`config.mk`:
```
export PLATFORM = sky130hd
export DESIGN_NAME = tfc_ctrl
export DESIGN_NICKNAME = d
export VERILOG_FILES = /design/src/rtl/core/tfc_pkg.sv /design/src/rtl/core/tfc_ctrl.sv
export VERILOG_INCLUDE_DIRS = /design/src /design/src/rtl/core
export SDC_FILE = /design/constraint.sdc
export NUM_CORES = 1
export LEC_CHECK = 0
export ABC_CLOCK_PERIOD_IN_PS = 3500
export BUFFER_PORTS_ARGS = -buffer_cell sky130_fd_sc_hd__buf_2
export CAP_MARGIN = 20
export CORE_MARGIN = 2
export CORE_UTILIZATION = 40
export DETAILED_ROUTE_END_ITERATION = 8
export HOLD_SLACK_MARGIN = 0.05
export PLACE_DENSITY = 0.69
export SLEW_MARGIN = 25
export SYNTH_ARGS = -nofsm -noshare
export SYNTH_HDL_FRONTEND = slang
export SYNTH_SLANG_ARGS = --single-unit
export TNS_END_PERCENT = 50
```
`constraint.sdc`:
```
create_clock -name clock -period 3.5 [get_ports clock]
set_input_delay 0.7 -clock clock [delete_from_list [all_inputs] [get_ports clock]]
set_output_delay 0.7 -clock clock [all_outputs]
set_load 0.1 [all_outputs]
```
`src/rtl/core/triangle_frustum_clipper_macros.svh`:
```
// Assertion macros used by the clipper sequencer.
`ifndef TRIANGLE_FRUSTUM_CLIPPER_MACROS_SVH
`define TRIANGLE_FRUSTUM_CLIPPER_MACROS_SVH
// Same-cycle implication, checked out of reset.
`define TFC_CHECK(lbl, ante, cons, msg) \
   lbl: assert property (@(posedge clock) disable iff (reset) (ante) |-> (cons)) else $error(msg);
// Next-cycle implication, checked out of reset.
`define TFC_CHECK_NEXT(lbl, ante, cons, msg) \
   lbl: assert property (@(posedge clock) disable iff (reset) (ante) |=> (cons)) else $error(msg);
`endif

```
`src/rtl/core/tfc_pkg.sv`:
```
// Types, constants and plane distance function for the frustum clipper.
package tfc_pkg;

   localparam int COORD_WIDTH = 32;
   localparam int FRAC_BITS   = 16;
   localparam int NUM_FIELDS  = 7;
   localparam int DIST_WIDTH  = COORD_WIDTH + 1;
   localparam int DEN_WIDTH   = COORD_WIDTH + 2;
   localparam int T_WIDTH     = FRAC_BITS + 1;

   localparam logic [2:0] PLANE_NEAR   = 3'd0;
   localparam logic [2:0] PLANE_FAR    = 3'd1;
   localparam logic [2:0] PLANE_LEFT   = 3'd2;
   localparam logic [2:0] PLANE_TOP    = 3'd3;
   localparam logic [2:0] PLANE_RIGHT  = 3'd4;
   localparam logic [2:0] PLANE_BOTTOM = 3'd5;
   localparam logic [2:0] PLANE_COUNT  = 3'd6;

   localparam logic [2:0] FIELD_X    = 3'd0;
   localparam logic [2:0] FIELD_Y    = 3'd1;
   localparam logic [2:0] FIELD_Z    = 3'd2;
   localparam logic [2:0] FIELD_W    = 3'd3;
   localparam logic [2:0] FIELD_A    = 3'd4;
   localparam logic [2:0] FIELD_B    = 3'd5;
   localparam logic [2:0] FIELD_C    = 3'd6;

   typedef struct packed {
      logic signed [COORD_WIDTH-1:0] pos_x;
      logic signed [COORD_WIDTH-1:0] pos_y;
      logic signed [COORD_WIDTH-1:0] pos_z;
      logic signed [COORD_WIDTH-1:0] pos_w;
      logic signed [COORD_WIDTH-1:0] attr_a;
      logic signed [COORD_WIDTH-1:0] attr_b;
      logic signed [COORD_WIDTH-1:0] attr_c;
   } req_word_type;

   typedef struct packed {
      logic signed [COORD_WIDTH-1:0] out_x;
      logic signed [COORD_WIDTH-1:0] out_y;
      logic signed [COORD_WIDTH-1:0] out_z;
      logic signed [COORD_WIDTH-1:0] out_w;
      logic signed [COORD_WIDTH-1:0] out_attr_a;
      logic signed [COORD_WIDTH-1:0] out_attr_b;
      logic signed [COORD_WIDTH-1:0] out_attr_c;
      logic                          last_vertex;
      logic                          empty_polygon;
   } rsp_word_type;

   typedef logic [NUM_FIELDS-1:0][COORD_WIDTH-1:0] vertex_type;

   typedef struct packed {
      logic       rd;
      logic       wr_in;
      logic       wr_cross;
      logic       wr_cur;
      logic       ld_last;
      logic       ld_cur;
      logic       shift_last;
      logic       div_start;
      logic       div_step;
      logic       lerp_mul;
      logic       lerp_add;
      logic [2:0] fld;
      logic [2:0] plane;
      logic       rsp_load;
      logic       rsp_last;
      logic       rsp_empty;
   } cmd_type;

   typedef struct packed {
      logic inside_cur;
      logic inside_last;
      logic rsp_free;
   } sts_type;

   function automatic logic signed [DIST_WIDTH-1:0] plane_dist(input logic [2:0] p,
                                                              input vertex_type v);
      logic signed [DIST_WIDTH-1:0] x, y, z, w, d;
      x = DIST_WIDTH'($signed(v[FIELD_X]));
      y = DIST_WIDTH'($signed(v[FIELD_Y]));
      z = DIST_WIDTH'($signed(v[FIELD_Z]));
      w = DIST_WIDTH'($signed(v[FIELD_W]));
      case (p)
         PLANE_NEAR:   d = w + z;
         PLANE_FAR:    d = w - z;
         PLANE_LEFT:   d = w + x;
         PLANE_TOP:    d = w + y;
         PLANE_RIGHT:  d = w - x;
         PLANE_BOTTOM: d = w - y;
         default:      d = w;
      endcase
      return d;
   endfunction

endpackage

```
`src/rtl/core/tfc_ctrl.sv`:
```
// Sequencer of the clipper: walks planes and vertices and drives the datapath.
`include "triangle_frustum_clipper_macros.svh"
module tfc_ctrl #(
   parameter int MAX_POLY_VERTS = 9,
   parameter int AW = 5,
   parameter int CW = 4
) (
   input  logic             clock,
   input  logic             reset,
   input  logic             req_valid,
   output logic             req_stall,
   input  tfc_pkg::sts_type sts,
   output tfc_pkg::cmd_type cmd,
   output logic [AW-1:0]    raddr,
   output logic [AW-1:0]    waddr
);

   localparam int DCW = $clog2(tfc_pkg::FRAC_BITS);
   localparam logic [DCW-1:0] DIV_LAST = DCW'(tfc_pkg::FRAC_BITS - 1);
   localparam logic [CW-1:0]  CNT_MAX  = CW'(MAX_POLY_VERTS);
   localparam logic [AW-1:0]  BANK1    = AW'(MAX_POLY_VERTS);

   localparam logic [3:0] S_IDLE    = 4'd0;
   localparam logic [3:0] S_PSTART  = 4'd1;
   localparam logic [3:0] S_PPRIME  = 4'd2;
   localparam logic [3:0] S_VRD     = 4'd3;
   localparam logic [3:0] S_VLD     = 4'd4;
   localparam logic [3:0] S_VDEC    = 4'd5;
   localparam logic [3:0] S_DIV     = 4'd6;
   localparam logic [3:0] S_LMUL    = 4'd7;
   localparam logic [3:0] S_LADD    = 4'd8;
   localparam logic [3:0] S_XWR     = 4'd9;
   localparam logic [3:0] S_VCOPY   = 4'd10;
   localparam logic [3:0] S_OSTART  = 4'd11;
   localparam logic [3:0] S_OEMPTY  = 4'd12;
   localparam logic [3:0] S_ORD     = 4'd13;
   localparam logic [3:0] S_OWR     = 4'd14;

   logic [3:0]     state_ff, state_in;
   logic [1:0]     phase_ff, phase_in;
   logic [2:0]     plane_ff, plane_in;
   logic [2:0]     fld_ff, fld_in;
   logic [DCW-1:0] div_ff, div_in;
   logic [CW-1:0]  n_ff, n_in, cnt_ff, cnt_in, j_ff, j_in;
   logic           src_ff, src_in;
   logic [AW-1:0]  src_base, dst_base;
   logic           take, do_copy;

   assign src_base = src_ff ? BANK1 : '0;
   assign dst_base = src_ff ? '0 : BANK1;
   assign take     = req_valid && (state_ff == S_IDLE);
   assign req_stall = (state_ff != S_IDLE);
   assign do_copy  = sts.inside_cur && (cnt_ff < CNT_MAX);

   always_comb begin
      state_in = state_ff;
      phase_in = phase_ff;
      plane_in = plane_ff;
      fld_in   = fld_ff;
      div_in   = div_ff;
      n_in     = n_ff;
      cnt_in   = cnt_ff;
      j_in     = j_ff;
      src_in   = src_ff;
      cmd      = '0;
      cmd.plane = plane_ff;
      cmd.fld   = fld_ff;
      raddr    = src_base + AW'(j_ff);
      waddr    = dst_base + AW'(cnt_ff);
      case (state_ff)
         S_IDLE: begin
            if (take) begin
               cmd.wr_in = 1'b1;
               waddr     = AW'(phase_ff);
               if (phase_ff == 2'd2) begin
                  phase_in = 2'd0;
                  plane_in = tfc_pkg::PLANE_NEAR;
                  n_in     = CW'(3);
                  src_in   = 1'b0;
                  state_in = S_PSTART;
               end else begin
                  phase_in = phase_ff + 2'd1;
               end
            end
         end
         S_PSTART: begin
            if (plane_ff == tfc_pkg::PLANE_COUNT || n_ff == '0) begin
               state_in = S_OSTART;
            end else begin
               cmd.rd   = 1'b1;
               raddr    = src_base + AW'(n_ff - CW'(1));
               state_in = S_PPRIME;
            end
         end
         S_PPRIME: begin
            cmd.ld_last = 1'b1;
            j_in        = '0;
            cnt_in      = '0;
            state_in    = S_VRD;
         end
         S_VRD: begin
            cmd.rd   = 1'b1;
            state_in = S_VLD;
         end
         S_VLD: begin
            cmd.ld_cur = 1'b1;
            state_in   = S_VDEC;
         end
         S_VDEC: begin
            if ((sts.inside_cur != sts.inside_last) && (cnt_ff < CNT_MAX)) begin
               cmd.div_start = 1'b1;
               div_in        = '0;
               state_in      = S_DIV;
            end else begin
               state_in = S_VCOPY;
            end
         end
         S_DIV: begin
            cmd.div_step = 1'b1;
            div_in       = div_ff + DCW'(1);
            if (div_ff == DIV_LAST) begin
               fld_in   = tfc_pkg::FIELD_X;
               state_in = S_LMUL;
            end
         end
         S_LMUL: begin
            cmd.lerp_mul = 1'b1;
            state_in     = S_LADD;
         end
         S_LADD: begin
            cmd.lerp_add = 1'b1;
            if (fld_ff == tfc_pkg::FIELD_C) begin
               state_in = S_XWR;
            end else begin
               fld_in   = fld_ff + 3'd1;
               state_in = S_LMUL;
            end
         end
         S_XWR: begin
            cmd.wr_cross = 1'b1;
            cnt_in       = cnt_ff + CW'(1);
            state_in     = S_VCOPY;
         end
         S_VCOPY: begin
            cmd.shift_last = 1'b1;
            if (do_copy) begin
               cmd.wr_cur = 1'b1;
               cnt_in     = cnt_ff + CW'(1);
            end
            j_in = j_ff + CW'(1);
            if (j_ff + CW'(1) == n_ff) begin
               src_in   = !src_ff;
               n_in     = cnt_ff + CW'(do_copy);
               plane_in = plane_ff + 3'd1;
               state_in = S_PSTART;
            end else begin
               state_in = S_VRD;
            end
         end
         S_OSTART: begin
            j_in     = '0;
            state_in = (n_ff == '0) ? S_OEMPTY : S_ORD;
         end
         S_OEMPTY: begin
            if (sts.rsp_free) begin
               cmd.rsp_load  = 1'b1;
               cmd.rsp_empty = 1'b1;
               state_in      = S_IDLE;
            end
         end
         S_ORD: begin
            cmd.rd   = 1'b1;
            state_in = S_OWR;
         end
         S_OWR: begin
            if (sts.rsp_free) begin
               cmd.rsp_load = 1'b1;
               cmd.rsp_last = (j_ff + CW'(1) == n_ff);
               j_in         = j_ff + CW'(1);
               state_in     = (j_ff + CW'(1) == n_ff) ? S_IDLE : S_ORD;
            end
         end
         default: begin
            state_in = S_IDLE;
         end
      endcase
   end

   always_ff @(posedge clock) begin
      if (reset) begin
         state_ff <= S_IDLE;
         phase_ff <= 2'd0;
         plane_ff <= tfc_pkg::PLANE_NEAR;
         fld_ff   <= tfc_pkg::FIELD_X;
         div_ff   <= '0;
         n_ff     <= '0;
         cnt_ff   <= '0;
         j_ff     <= '0;
         src_ff   <= 1'b0;
      end else begin
         state_ff <= state_in;
         phase_ff <= phase_in;
         plane_ff <= plane_in;
         fld_ff   <= fld_in;
         div_ff   <= div_in;
         n_ff     <= n_in;
         cnt_ff   <= cnt_in;
         j_ff     <= j_in;
         src_ff   <= src_in;
      end
   end

   `TFC_CHECK(a_cnt_bound, 1'b1, cnt_ff <= CNT_MAX, "polygon count above bank size")
   `TFC_CHECK(a_cross_room, state_ff == S_XWR, cnt_ff < CNT_MAX, "crossing written to full bank")
   `TFC_CHECK(a_rsp_room, cmd.rsp_load, sts.rsp_free, "result loaded over pending word")
   `TFC_CHECK_NEXT(a_tri_start, take && phase_ff == 2'd2,
      state_ff == S_PSTART && plane_ff == tfc_pkg::PLANE_NEAR && n_ff == CW'(3),
      "third vertex did not start clipping")

endmodule
```
### After elaboration in Yosys (flattened, before gate mapping)

Cells that the tools add are included.

| cells by class | value |
|---|---|
| $add $sub $neg | 11 |
| order comparisons | 1 |
| eq/ne operators | 29 |
| muxes and demuxes | 60 |
| reductions and logical operators | 22 |

Operators by type and width:

| operator | number |
|---|---|
| $mux W4 | 17 |
| $pmux W4 S15 | 1 |
| $eq A4 B4 Y1 const B | 8 |
| $pmux W4 S3 | 2 |
| $mux W1 | 21 |
| $mux W5 | 4 |
| $eq A4 B3 Y1 const B | 4 |
| $ne A2 B2 Y1 const B | 8 |
| $pmux W4 S2 | 2 |
| $mux W3 | 5 |
| $add A4 B1 Y4 const B | 3 |
| $pmux W3 S2 | 2 |
| $add A4 B4 Y5 | 2 |
| $eq A4 B2 Y1 const B | 2 |
| $logic_not A4 Y1 | 2 |
| $reduce_and A2 Y1 | 4 |
| $add A3 B1 Y3 const B | 2 |
| $eq A3 B3 Y1 const B | 2 |
| $mux W2 | 3 |
| $pmux W1 S2 | 3 |
| $reduce_bool A2 Y1 | 3 |
| $reduce_bool A3 Y1 | 2 |
| $add A4 B5 Y5 | 1 |
| $reduce_and A5 Y1 | 1 |
| 16 further kinds | 19 |

| word-level totals | value |
|---|---|
| register bits after elaboration | 29 |
| input bits | 6 |

### Depth between registers and ports, before layout

| depth | value |
|---|---|
| word-level depth | 5 |
| depth in mapped cells | 10 |
| mapped depth without buffers | 10 |

### Worst setup path before layout

Ideal clock, no wire load.

| timing path | value |
|---|---|
| path kind | register to output |
| start point | reg plane_ff[0] |
| end point | out raddr[3] |
| arrival time | 3,995 ps |
| required time | 2,800 ps |
| slack | -1,195 ps |
| cell stages (with the launch flop) | 6 |
| buffers on the path | 0 |
| cell sequence | dfxtp_1 > inv_1 > ha_1 > a21oi_1 > nand3_1 > o21ai_0 |

| between the ends | value |
|---|---|
| cells in the longest elaborated chain, start to end | 4 |

RTL lines:

| what | line | RTL |
|---|---|---|
| start: declaration | tfc_ctrl.sv:41 | `logic [2:0] plane_ff, plane_in;` |
| start signal: assignment | tfc_ctrl.sv:193 | `plane_ff <= tfc_pkg::PLANE_NEAR;` |
| start signal: assignment | tfc_ctrl.sv:203 | `plane_ff <= plane_in;` |
| $eq A3 B3 Y1 | tfc_ctrl.sv:87 | `if (plane_ff == tfc_pkg::PLANE_COUNT \|\| n_ff == '0) begin` |
| $logic_or A1 B1 Y1 | tfc_ctrl.sv:87 |  |
| $mux W5 | tfc_ctrl.sv:87 |  |
| $mux W5 | tfc_ctrl.sv:70 | `case (state_ff)` |
| end: declaration | tfc_ctrl.sv:14 | `output logic [AW-1:0] raddr,` |

No other way between the ends.

### Final worst setup path

| timing path | value |
|---|---|
| start point | reg src_ff |
| end point | out raddr[4] |

| between the ends | value |
|---|---|
| cells in the longest elaborated chain, start to end | 4 |

RTL lines:

| what | line | RTL |
|---|---|---|
| start: declaration | tfc_ctrl.sv:45 | `logic src_ff, src_in;` |
| start signal: assignment | tfc_ctrl.sv:209 | `src_ff <= src_in;` |
| $mux W4 * | tfc_ctrl.sv:49 | `assign src_base = src_ff ? BANK1 : '0;` |
| $add A4 B5 Y5 or $add A4 B4 Y5 (tied branches) | tfc_ctrl.sv:91, tfc_ctrl.sv:68 |  |
| $mux W5 | tfc_ctrl.sv:87 |  |
| $mux W5 * | tfc_ctrl.sv:70 |  |

Mark *: on every way between the ends. The rest lies on a longest branch, timed or not.

==> qor.txt <==
Worst Setup Start Kind - flop
port bufs - 36
Inst Count DP - 392
Ys Warns - 0
Detailed Route WL - 5390 microns
fin cells - 400
period utilisation layout - 86.3%
initial antenna violation count - 0
All-Layer GR Usage - 17.5%
area grow syn2layout - 14.0%
Routed Antenna Nets - 0
via count - 2170
DR vias/cell - 5.43
Worst Hold Class - reg2reg
fin. max-slew vios - 0
Initial Util - 41.8%
RePlAce Congestion - 0.804
pin count of the biggest net entering global routing - 31
commonest non-fill, non-tap cell in the layout - buf_2
Die Span X - 80.3 microns
Worst-Margin Slew - 0.701 ns
Synth async-reset ratio - 0%
drt first-iter violations - 180
synthesized flop and latch total - 29
commonest non-fill, non-tap cells in the layout - 36 x buf_2, 31 x nand2_1, 29 x dfxtp_1
register area share after synthesis - 24.9%
total gr overflow - 0
post-cts resize count - 0
Hold Buf Count CTS - 0
Setup Crit Path Kind - reg2out
clock latency at the later pin of the worst-skew pair - 0.28 ns
Clock Path Buffers - 2
final core occ - 47.7%
Core Region - 0.00557 sq mm
Final setup viols - 0
PD cells - 549 mW/mm^2
syn avg cell area - 7.82 sq um
Antenna Cells - 0
f_max - 331 MHz
clk sinks - 29
vias in the first global route - 1960
status - completed
first-pass GRT wire length - 8980 microns
Mapped Cells - 298
H-tree depth - 2
EDFF count, synth - 0
RSZ-0062 raised after global routing - no
layout cell share with drive strength beyond 1 - 18.0%
Hold Vio Cnt, Final - 0
worst path arrival time - 2.32 ns
CP Max Fanout - 5
post-layout min period - 3.02 ns
Post-DP Area - 0.00254 sq mm
Most used DFF post-synth - dfxtp_1
P_leak - 0.00111 uW
post-CTS setup buffers - 0
hpwl dp - 4000 microns
skew final - 0.00657 ns
height of the die - 80.3 microns
Synth Net Count - 326
Num CTS Buffers - 5
maximum vdd drop - 408 uV
CP Capture Type - primary output
Req. time, crit path - 2.80 ns
maxcap violations - 0
Die ar. - 0.00645 sq mm
clk root buf - clkbuf_8
DRC errors left - 0
Rel. slew slack - 53.2%
Core Rows - 27
clock slew at reported path FFs - 0.07 ns
Yosys cell types - 59
synthesized cell area - 0.00233 sq mm
Ports - 37
CTS tree - built
nets - 355
routed len/inst - 13.5 microns
1st-pass router iterations - 4
Final Cell Area - 0.00266 sq mm
logic make-up after synthesis:
family / synth area share [%]
AND/OR/NAND/NOR: 27.5
AO/OA/AOI/OAI: 19.8
buffers and inverters: 6.77
flip-flops: 24.9
adder cells (fa/ha/maj): 12.1
XOR/XNOR: 6.61
multiplexers: 2.26
per-stage QoR:
| stage | worst slack, ns | hold slack (ns) | setup TNS (ns) | total power, uW |
|---|---|---|---|---|
| 4_1_cts | 0.462 | 0.491 | 0 | 1460 |
| 6_report | 0.480 | 0.487 | 0 | 1460 |
| 5_1_grt | 0.282 | 0.531 | 0 | 1540 |
| 3_3_place_gp | 0.783 | 0.478 | 0 | 1090 |
| 2_1_floorplan | -0.486 | 0.459 | -1.65 | 991 |
| 3_5_place_dp | 0.773 | 0.482 | 0 | 1100 |
area by class of cell:
class	instances	area [sq um]
Tap cell	72	90.1
Clock buffer	7	86.3
Multi-Input combinational cell	234	1600
Clock inverter	1	30.0
Inverter	18	67.6
Sequential cell	29	581
Fill cell	569	2920
Timing Repair Buffer	39	203
cells in the mapped netlist (2+ instances only):
cell type,instances,area (sq um)
or3_1,2,12.5
buf_6,3,33.8
nor2_1,27,101
nand2_1,31,116
a211oi_1,4,30.0
ha_1,21,263
o211ai_1,2,15.0
and2b_1,2,15.0
xnor2_1,9,78.8
nand3b_1,4,30.0
a21o_1,3,22.5
o32ai_1,2,17.5
o21ai_0,9,45.0
nand3_1,15,75.1
nand2b_1,7,43.8
a311oi_1,6,52.6
a211o_1,3,26.3
a31oi_1,4,25.0
clkbuf_1,10,37.5
nor2b_1,6,37.5
a21oi_1,26,130
mux2i_1,3,30.0
xor2_1,4,35.0
inv_1,17,63.8
nor3_1,7,35.0
a21oi_2,2,17.5
nor3b_1,2,15.0
buf_2,3,15.0
and3_1,4,25.0
nor4bb_1,2,20.0
dfxtp_1,29,581
nand4_1,2,12.5
metal layers:
metal	up-vias	part of all wire (%)	track usage (%)
met3	6	4.9	3.60
met1	991	50	24.2
met4	0	1.0	4.92
met2	52	44	27.3
li1	1121	-	-
met5	-	0	0
critical path: stages (launching register included):
cell     delay [ns]
dfxtp_1        0.37
inv_1          0.14
ha_1           0.30
inv_1          0.04
ha_1           0.29
a21oi_1        0.16
xnor2_1        0.14
nor2_1         0.07
a21oi_2        0.11
buf_2          0.43
report_power, final:
part | switching [uW] | internal, uW | total, uW
registers | 51.6 | 353 | 404
logic | 520 | 168 | 687
clock network | 134 | 232 | 366
registers in the layout (all words and copies together) (netlist names):
signal and flops:
cnt_ff 4, div_ff 4, j_ff 4, n_ff 4
state_ff 4, fld_ff 3, plane_ff 3, phase_ff 2
src_ff 1
final timing paths:
| check | depth (start not counted) | slack [ns] | to | startpoint |
|---|---|---|---|---|
| max | 9 | 0.48 | raddr[4] | src_ff$_SDFFE_PP0P_ |
| min | 2 | 0.49 | fld_ff[1]$_SDFFE_PP0P_ | fld_ff[1]$_SDFFE_PP0P_ |
| max reg2reg | 10 | 1.37 | n_ff[2]$_SDFFE_PP0P_ | cnt_ff[1]$_SDFFE_PP0P_ |
| min reg2reg | 2 | 0.49 | fld_ff[1]$_SDFFE_PP0P_ | fld_ff[1]$_SDFFE_PP0P_ |
No activity file was read; power rests on OpenSTA's default activity.
